--- src/hw/rtl/aes_ctr_pkg.sv ---
// shared types, constants and aes byte functions for the ctr block
// no dependencies
package aes_ctr_pkg;

  typedef enum logic [1:0] {
    CMD_PROCESS = 2'd0,
    CMD_LOAD    = 2'd1,
    CMD_RESTART = 2'd2,
    CMD_NONE    = 2'd3
  } cmd_t;

  typedef enum logic [2:0] {
    ADDR_IV_HIGH   = 3'd0,
    ADDR_IV_LOW    = 3'd1,
    ADDR_START     = 3'd2,
    ADDR_LIMIT     = 3'd3,
    ADDR_ROUNDS    = 3'd4
  } reg_addr_t;

  typedef enum logic [2:0] {
    ST_IDLE,
    ST_KEY_REQ,
    ST_INIT,
    ST_ROUND,
    ST_FINISH,
    ST_OUT
  } state_t;

  // controller to datapath commands
  typedef struct packed {
    logic       key_rd;     // fetch round key words for key_round
    logic [3:0] key_round;
    logic       init;       // load counter block xor key 0
    logic       round;      // one round with mixcolumns
    logic       last;       // final round without mixcolumns
    logic       finish;     // form result
    logic       refuse;     // form error result
    logic       bump;       // advance counter
  } dp_cmd_t;

  function automatic logic [7:0] xtime(input logic [7:0] a);
    xtime = {a[6:0], 1'b0} ^ (a[7] ? 8'h1b : 8'h00);
  endfunction

  localparam logic [7:0] SBOX [256] = '{
    8'h63,8'h7c,8'h77,8'h7b,8'hf2,8'h6b,8'h6f,8'hc5,8'h30,8'h01,8'h67,8'h2b,8'hfe,8'hd7,8'hab,8'h76,
    8'hca,8'h82,8'hc9,8'h7d,8'hfa,8'h59,8'h47,8'hf0,8'had,8'hd4,8'ha2,8'haf,8'h9c,8'ha4,8'h72,8'hc0,
    8'hb7,8'hfd,8'h93,8'h26,8'h36,8'h3f,8'hf7,8'hcc,8'h34,8'ha5,8'he5,8'hf1,8'h71,8'hd8,8'h31,8'h15,
    8'h04,8'hc7,8'h23,8'hc3,8'h18,8'h96,8'h05,8'h9a,8'h07,8'h12,8'h80,8'he2,8'heb,8'h27,8'hb2,8'h75,
    8'h09,8'h83,8'h2c,8'h1a,8'h1b,8'h6e,8'h5a,8'ha0,8'h52,8'h3b,8'hd6,8'hb3,8'h29,8'he3,8'h2f,8'h84,
    8'h53,8'hd1,8'h00,8'hed,8'h20,8'hfc,8'hb1,8'h5b,8'h6a,8'hcb,8'hbe,8'h39,8'h4a,8'h4c,8'h58,8'hcf,
    8'hd0,8'hef,8'haa,8'hfb,8'h43,8'h4d,8'h33,8'h85,8'h45,8'hf9,8'h02,8'h7f,8'h50,8'h3c,8'h9f,8'ha8,
    8'h51,8'ha3,8'h40,8'h8f,8'h92,8'h9d,8'h38,8'hf5,8'hbc,8'hb6,8'hda,8'h21,8'h10,8'hff,8'hf3,8'hd2,
    8'hcd,8'h0c,8'h13,8'hec,8'h5f,8'h97,8'h44,8'h17,8'hc4,8'ha7,8'h7e,8'h3d,8'h64,8'h5d,8'h19,8'h73,
    8'h60,8'h81,8'h4f,8'hdc,8'h22,8'h2a,8'h90,8'h88,8'h46,8'hee,8'hb8,8'h14,8'hde,8'h5e,8'h0b,8'hdb,
    8'he0,8'h32,8'h3a,8'h0a,8'h49,8'h06,8'h24,8'h5c,8'hc2,8'hd3,8'hac,8'h62,8'h91,8'h95,8'he4,8'h79,
    8'he7,8'hc8,8'h37,8'h6d,8'h8d,8'hd5,8'h4e,8'ha9,8'h6c,8'h56,8'hf4,8'hea,8'h65,8'h7a,8'hae,8'h08,
    8'hba,8'h78,8'h25,8'h2e,8'h1c,8'ha6,8'hb4,8'hc6,8'he8,8'hdd,8'h74,8'h1f,8'h4b,8'hbd,8'h8b,8'h8a,
    8'h70,8'h3e,8'hb5,8'h66,8'h48,8'h03,8'hf6,8'h0e,8'h61,8'h35,8'h57,8'hb9,8'h86,8'hc1,8'h1d,8'h9e,
    8'he1,8'hf8,8'h98,8'h11,8'h69,8'hd9,8'h8e,8'h94,8'h9b,8'h1e,8'h87,8'he9,8'hce,8'h55,8'h28,8'hdf,
    8'h8c,8'ha1,8'h89,8'h0d,8'hbf,8'he6,8'h42,8'h68,8'h41,8'h99,8'h2d,8'h0f,8'hb0,8'h54,8'hbb,8'h16
  };

endpackage

--- src/hw/rtl/aes_ctr_ctrl.sv ---
// controller state machine sequencing key fetch, rounds and the output handshake
// depends on aes_ctr_pkg
module aes_ctr_ctrl (
  input  logic                 clk,
  input  logic                 rst,
  input  logic                 in_fire,
  input  logic [1:0]           command,
  input  logic [3:0]           round_count,
  input  logic                 exhausted,
  input  logic                 out_ready,
  output logic                 in_ready,
  output logic                 out_valid,
  output aes_ctr_pkg::dp_cmd_t cmd
);
  import aes_ctr_pkg::*;

  state_t     state;
  state_t     state_next;
  logic [3:0] rnd;
  logic [3:0] rnd_next;
  logic [3:0] nr;
  logic       pending;
  logic       pending_next;

  assign nr = (round_count >= 4'd14) ? 4'd14 : ((round_count >= 4'd12) ? 4'd12 : 4'd10);

  always_ff @(posedge clk) begin
    if (rst) begin
      state   <= ST_IDLE;
      rnd     <= '0;
      pending <= 1'b0;
    end else begin
      state   <= state_next;
      rnd     <= rnd_next;
      pending <= pending_next;
    end
  end

  // next state
  always_comb begin
    state_next = state;
    rnd_next   = rnd;
    case (state)
      ST_IDLE: begin
        if (in_fire && (command == CMD_PROCESS)) begin
          state_next = exhausted ? ST_OUT : ST_KEY_REQ;
          rnd_next   = '0;
        end
      end
      ST_KEY_REQ: begin
        state_next = (rnd == 4'd0) ? ST_INIT : ST_ROUND;
      end
      ST_INIT, ST_ROUND: begin
        rnd_next   = rnd + 4'd1;
        state_next = (rnd == nr) ? ST_FINISH : ST_KEY_REQ;
      end
      ST_FINISH: state_next = ST_OUT;
      ST_OUT: begin
        if (!pending || out_ready) begin
          state_next = ST_IDLE;
        end
      end
      default: state_next = ST_IDLE;
    endcase
  end

  // outputs
  always_comb begin
    cmd          = '0;
    cmd.key_round = rnd;
    pending_next = pending && !out_ready;
    in_ready     = (state == ST_IDLE) && !pending;
    case (state)
      ST_IDLE: begin
        if (in_fire && (command == CMD_PROCESS)) begin
          cmd.refuse   = exhausted;
          pending_next = exhausted;
        end
      end
      ST_KEY_REQ: cmd.key_rd = 1'b1;
      ST_INIT:    cmd.init = 1'b1;
      ST_ROUND: begin
        cmd.round = (rnd != nr);
        cmd.last  = (rnd == nr);
      end
      ST_FINISH: begin
        cmd.finish   = 1'b1;
        cmd.bump     = 1'b1;
        pending_next = 1'b1;
      end
      ST_OUT: ;
      default: ;
    endcase
  end

  assign out_valid = pending;
endmodule

--- config.mk ---
export PLATFORM = sky130hd
export DESIGN_NAME = aes_ctr_ctrl
export DESIGN_NICKNAME = d
export VERILOG_FILES = /design/src/hw/rtl/aes_ctr_pkg.sv /design/src/hw/rtl/aes_ctr_ctrl.sv
export SDC_FILE = /design/constraint.sdc
export NUM_CORES = 1
export LEC_CHECK = 0
export BUFFER_PORTS_ARGS = -buffer_cell sky130_fd_sc_hd__buf_2
export CORE_AREA = 10 10 49 51
export CTS_CLUSTER_DIAMETER = 120
export DETAILED_ROUTE_END_ITERATION = 16
export DIE_AREA = 0 0 59 61
export GPL_TIMING_DRIVEN = 0
export HOLD_SLACK_MARGIN = 0.08
export PLACE_DENSITY = 0.68
export SLEW_MARGIN = 20
export SYNTH_ARGS = -nofsm -noshare
export SYNTH_HDL_FRONTEND = slang
export SYNTH_SLANG_ARGS = --single-unit
--- constraint.sdc ---
create_clock -name clk -period 1.2 [get_ports clk]
set_input_delay 0.12 -clock clk [delete_from_list [all_inputs] [get_ports clk]]
set_output_delay 0.12 -clock clk [all_outputs]
set_load 0.03 [all_outputs]
Yosys cells after proc, flatten, opt, wreduce, memory -nomap -nowiden
Cells that the tools add are included.
Operators by class
  $lt $le $gt $ge: 2
  eq/ne operators: 9
  muxes and demuxes: 18
  $add $sub $neg: 1
  reduce and logical (&&, ||, !) cells: 13
Operators with widths (count)
  $mux 3: 6
  $pmux 3 s5: 1
  $ge 4x4->1 const B: 2
  $pmux 4 s2: 1
  $mux 1: 7
  $eq 3x2->1 const B: 2
  $eq 3x3->1 const B: 2
  $add 4x1->4 const B: 1
  $eq 4x4->1: 1
  $logic_not 4->1: 1
  $mux 4: 1
  $ne 2x2->1 const B: 2
  $ne 4x4->1: 1
  $reduce_and 2->1: 2
  $eq 3x1->1 const B: 1
  $logic_and 1x1->1: 3
  $logic_not 3->1: 1
  $logic_not 1->1: 2
  $logic_not 2->1: 1
  $mux 2: 1
  $pmux 1 s2: 1
  $reduce_bool 2->1: 1
  $reduce_or 2->1: 1
  $logic_or 1x1->1: 1
Storage, ports and cells
  bits of input ports: 11
  output and inout bits: 13
  logic and storage cells: 46
  register bits after elaboration: 8

Longest topological paths before layout
  word-level depth: 6
  mapped depth: 5
  mapped depth without buffers: 5

Worst setup path after synthesis
OpenSTA, ideal clock, no wires.
  path type: reg-to-output
  from: register state[2]
  to: output cmd[2] (netlist bit)
  path buffers: 2
  slack: -0.658 ns
  cell stages (with the launch flop): 4
  required time: 1.080 ns
  data arrival time: 1.738 ns
  cells stage by stage: dfxtp_1 > clkbuf_1 > nor3b_1 > buf_4
RTL lines
  start, declared: RTL line aes_ctr_ctrl.sv:17  | state_t state;
  start signal, assigned: RTL line aes_ctr_ctrl.sv:33  | state <= state_next;
  end, declared: RTL line aes_ctr_ctrl.sv:13  | output aes_ctr_pkg::dp_cmd_t cmd

==> results.md <==
- Slew Viols, Final: 0
- Aggregate global-route resource usage: 0.105
- GRT overflow: 0
- Total iterations of the first detailed-routing run: 4
- Clock Path Buffers: 2
- Placeable Area: 1470 um2
- Peak Freq: 640 MHz
- First-pass GRT wire length: 3.03 mm
- Routability cong.: 0.777
- Filler instances: 125
- Slew at the pin closest to its max-slew limit: 0.243 ns
- Fin crit period: 1.56 ns
- Tcrit/Tclk final: 1.30
- Met3 Routed Length: 162 um
- Startpoint Class: register
- Clk sinks: 8
- Vias in the first global route: 669
- Root Buffer: clkbuf_4
- Finish-stage setup viols: 11
- Slowest stage delay, CP: 0.35 ns
- Hold/Removal Path Class: input port to register
- Inst Count DP: 105
- CTS Hold Buffers Added: 0
- Iter 0 DRT Violations: 24
- Clk pin slew, worst setup/hold paths: 0.06 ns
- Pwr per Cell Area: 665 nW/um2
- Die Y: 61 um
- Final hold slack: 0.104 ns
- Syn nets: 81
- Top sig layer: met4
- Clk Latency, worst-skew pair: 0.25 ns
- Routed WL: 1.94 mm
- Starting Density: 0.385
- Chip width: 59 um
- DRC violations left: 0
- Fin cells: 122
- RSZ-0062 raised after global routing: yes
- H-tree depth: 1
- Die area: 3600 um2
- Post-Route Utilization: 0.730
- Top-level port count: 24
- Worst Path Max Fanout: 3
- Worst path bufs/invs: 1
- Routed Antenna Nets: 0
- CP required: 1.08 ns
- Wire length per cell: 15.9 um
- Synthesized area per cell: 8.34 um2
- Met2 wire length: 1.01 mm
- Design Power: 714 uW
- Synthesis Warnings: 0
- DP Area: 787 um2
- Port bufs: 21
- Result of the run: complete, but fails checks
- Critical path class: register to output pin
- Crit-path cells: xor2_2 -> a2bb2oi_2 -> nor3b_2 -> and3_4 -> buf_6
- Critical Path AT: 1.44 ns
- Critical Path Sink Type: output pin
- Leakage: 0.460 nW
- Fin nets: 121
- Synth cell types: 31
- Max cap viols: 0
- Peak supply drop: 0.000563 V
- Dpl ws: -0.277 ns
- Fin. Hold Viols: 0
- Top Family by Delay on Critical Path: simple AND/OR/NAND/NOR gates
- Fraction of layout cells with a size suffix above 1: 0.708
- Setup TNS: -1.63 ns
- Final Cell Area: 1070 um2
- Via density: 5.48
- DP HPWL: 1.22 mm
- Sequential area share after synthesis: 0.283
- Via count: 669
- Worst path slowest cell: dfxtp_4
- Worst Slack Setup Final: -0.363 ns
- Layout area overhead: 89.4%
- Standard-cell row count: 14
- Clock skew: 0.00454 ns
- N_diodes: 0
- Max_slew headroom: 0.837
- Cts bufs inserted: 3
- Cells after synthesis: 68
- Mapped Area: 567 um2
- Flops & latches, synth: 8
- Metal-1 WL: 738 um
- Largest net degree at the start of global routing: 11
- CTS tree: yes
- Failing checks: negative setup slack
- Initial antenna violation count: 0
[report_power, final]
| part | internal (mW) | total (mW) | switching [mW] | leakage (nW) |
|---|---|---|---|---|
| Combinational | 0.120 | 0.235 | 0.114 | 0.376 |
| Clock | 0.114 | 0.202 | 0.0876 | 0.0138 |
| Sequential | 0.264 | 0.278 | 0.0137 | 0.0702 |
[flip-flops by register name (all words and copies together), names as in the netlist]
signal,count
out_valid,1
state,3
rnd,4
[worst register-to-register path: stages, from the launching register on]
cell and delay, ns:
dfxtp_4 0.35, and2b_2 0.22, a2bb2oi_2 0.15, nor3b_2 0.08, buf_4 0.15, buf_4 0.13
o32ai_2 0.23
[repair_timing]
item,4_1_cts,5_1_grt
endpoints found under the setup margin,14,14
setup buffers,10,4
gates resized for setup,33,8
pin swaps,13,5
[synth_stat cells]
| library cell | count | area share |
|---|---|---|
| xor2_1 | 1 | 0.015 |
| or4_1 | 1 | 0.013 |
| o21a_1 | 1 | 0.013 |
| nor4b_4 | 1 | 0.042 |
| nor3_1 | 3 | 0.026 |
| dfxtp_1 | 8 | 0.28 |
| a2bb2oi_1 | 1 | 0.015 |
| a211o_2 | 1 | 0.018 |
| nand2_1 | 5 | 0.033 |
| a21oi_1 | 3 | 0.026 |
| buf_4 | 3 | 0.040 |
| nor3b_1 | 4 | 0.053 |
| nand2b_1 | 1 | 0.011 |
| and3_1 | 1 | 0.011 |
| and2b_2 | 1 | 0.015 |
| mux2i_1 | 1 | 0.018 |
| inv_1 | 2 | 0.013 |
| or2b_2 | 1 | 0.015 |
| a211oi_1 | 1 | 0.013 |
| nor4_1 | 1 | 0.011 |
| mux2_2 | 2 | 0.040 |
| o21bai_1 | 1 | 0.013 |
| o32ai_1 | 1 | 0.015 |
| nor2_1 | 11 | 0.073 |
| nor2b_1 | 2 | 0.022 |
| nand3_1 | 2 | 0.018 |
| a311o_1 | 1 | 0.018 |
| clkbuf_8 | 1 | 0.024 |
| ha_1 | 2 | 0.044 |
| a22oi_1 | 3 | 0.040 |
| clkbuf_1 | 1 | 0.0066 |
[kinds of logic (layout without fill, tap and decap cells)]
logic type,after synthesis,in the layout,synth area share
simple gates,34,34,0.344
flops,8,8,0.283
xor+xnor,1,1,0.0155
fa+ha+maj,2,2,0.0441
buf+inv,7,45,0.0839
mux,3,3,0.0574
compound gates,13,13,0.172
[area by class of cell]
class / count / area, um2 / area share
clock buffers: 3 / 22.5 / 0.0210
flip-flops and latches: 8 / 186 / 0.174
repair buffers: 35 / 260 / 0.242
plain buffers: 5 / 70.1 / 0.0653
well taps: 16 / 20.0 / 0.0186
inverters: 2 / 7.51 / 0.00699
multi-input cells: 53 / 507 / 0.472
[path summary, 6_finish.rpt]
kind / from / endpoint / slack, ns / cells past startpoint
worst min register to register: rnd[0]$_SDFFE_PP0P_ / rnd[0]$_SDFFE_PP0P_ / 0.59 / 2
worst max register to register: rnd[2]$_SDFFE_PP0P_ / state[0]$_SDFFE_PP0P_ / -0.18 / 6
worst max-delay path: rnd[1]$_SDFFE_PP0P_ / cmd[3] / -0.36 / 5
worst min-delay path: rst / state[2]$_SDFFE_PP0P_ / 0.10 / 2
[cell usage in the layout, fill, tap and decap left out, types with 2 or more instances in the layout]
master,n
buf_6,8
buf_8,2
dfxtp_4,7
buf_2,13
nor2b_1,2
nor3_1,2
nor3b_4,2
clkbuf_4,3
a21oi_2,3
nor2_1,9
nor2_4,2
buf_4,16
nand3_1,2
a22oi_1,2
inv_1,2
nand2_1,5
[per-layer routing]
| metal | track usage | vias to the layer above |
|---|---|---|
| li1 | - | 321 |
| met5 | 0 | - |
| met1 | 0.109 | 310 |
| met4 | 0.0393 | 0 |
| met2 | 0.188 | 32 |
| met3 | 0.0397 | 6 |
Power figures use the tool's default switching activity.
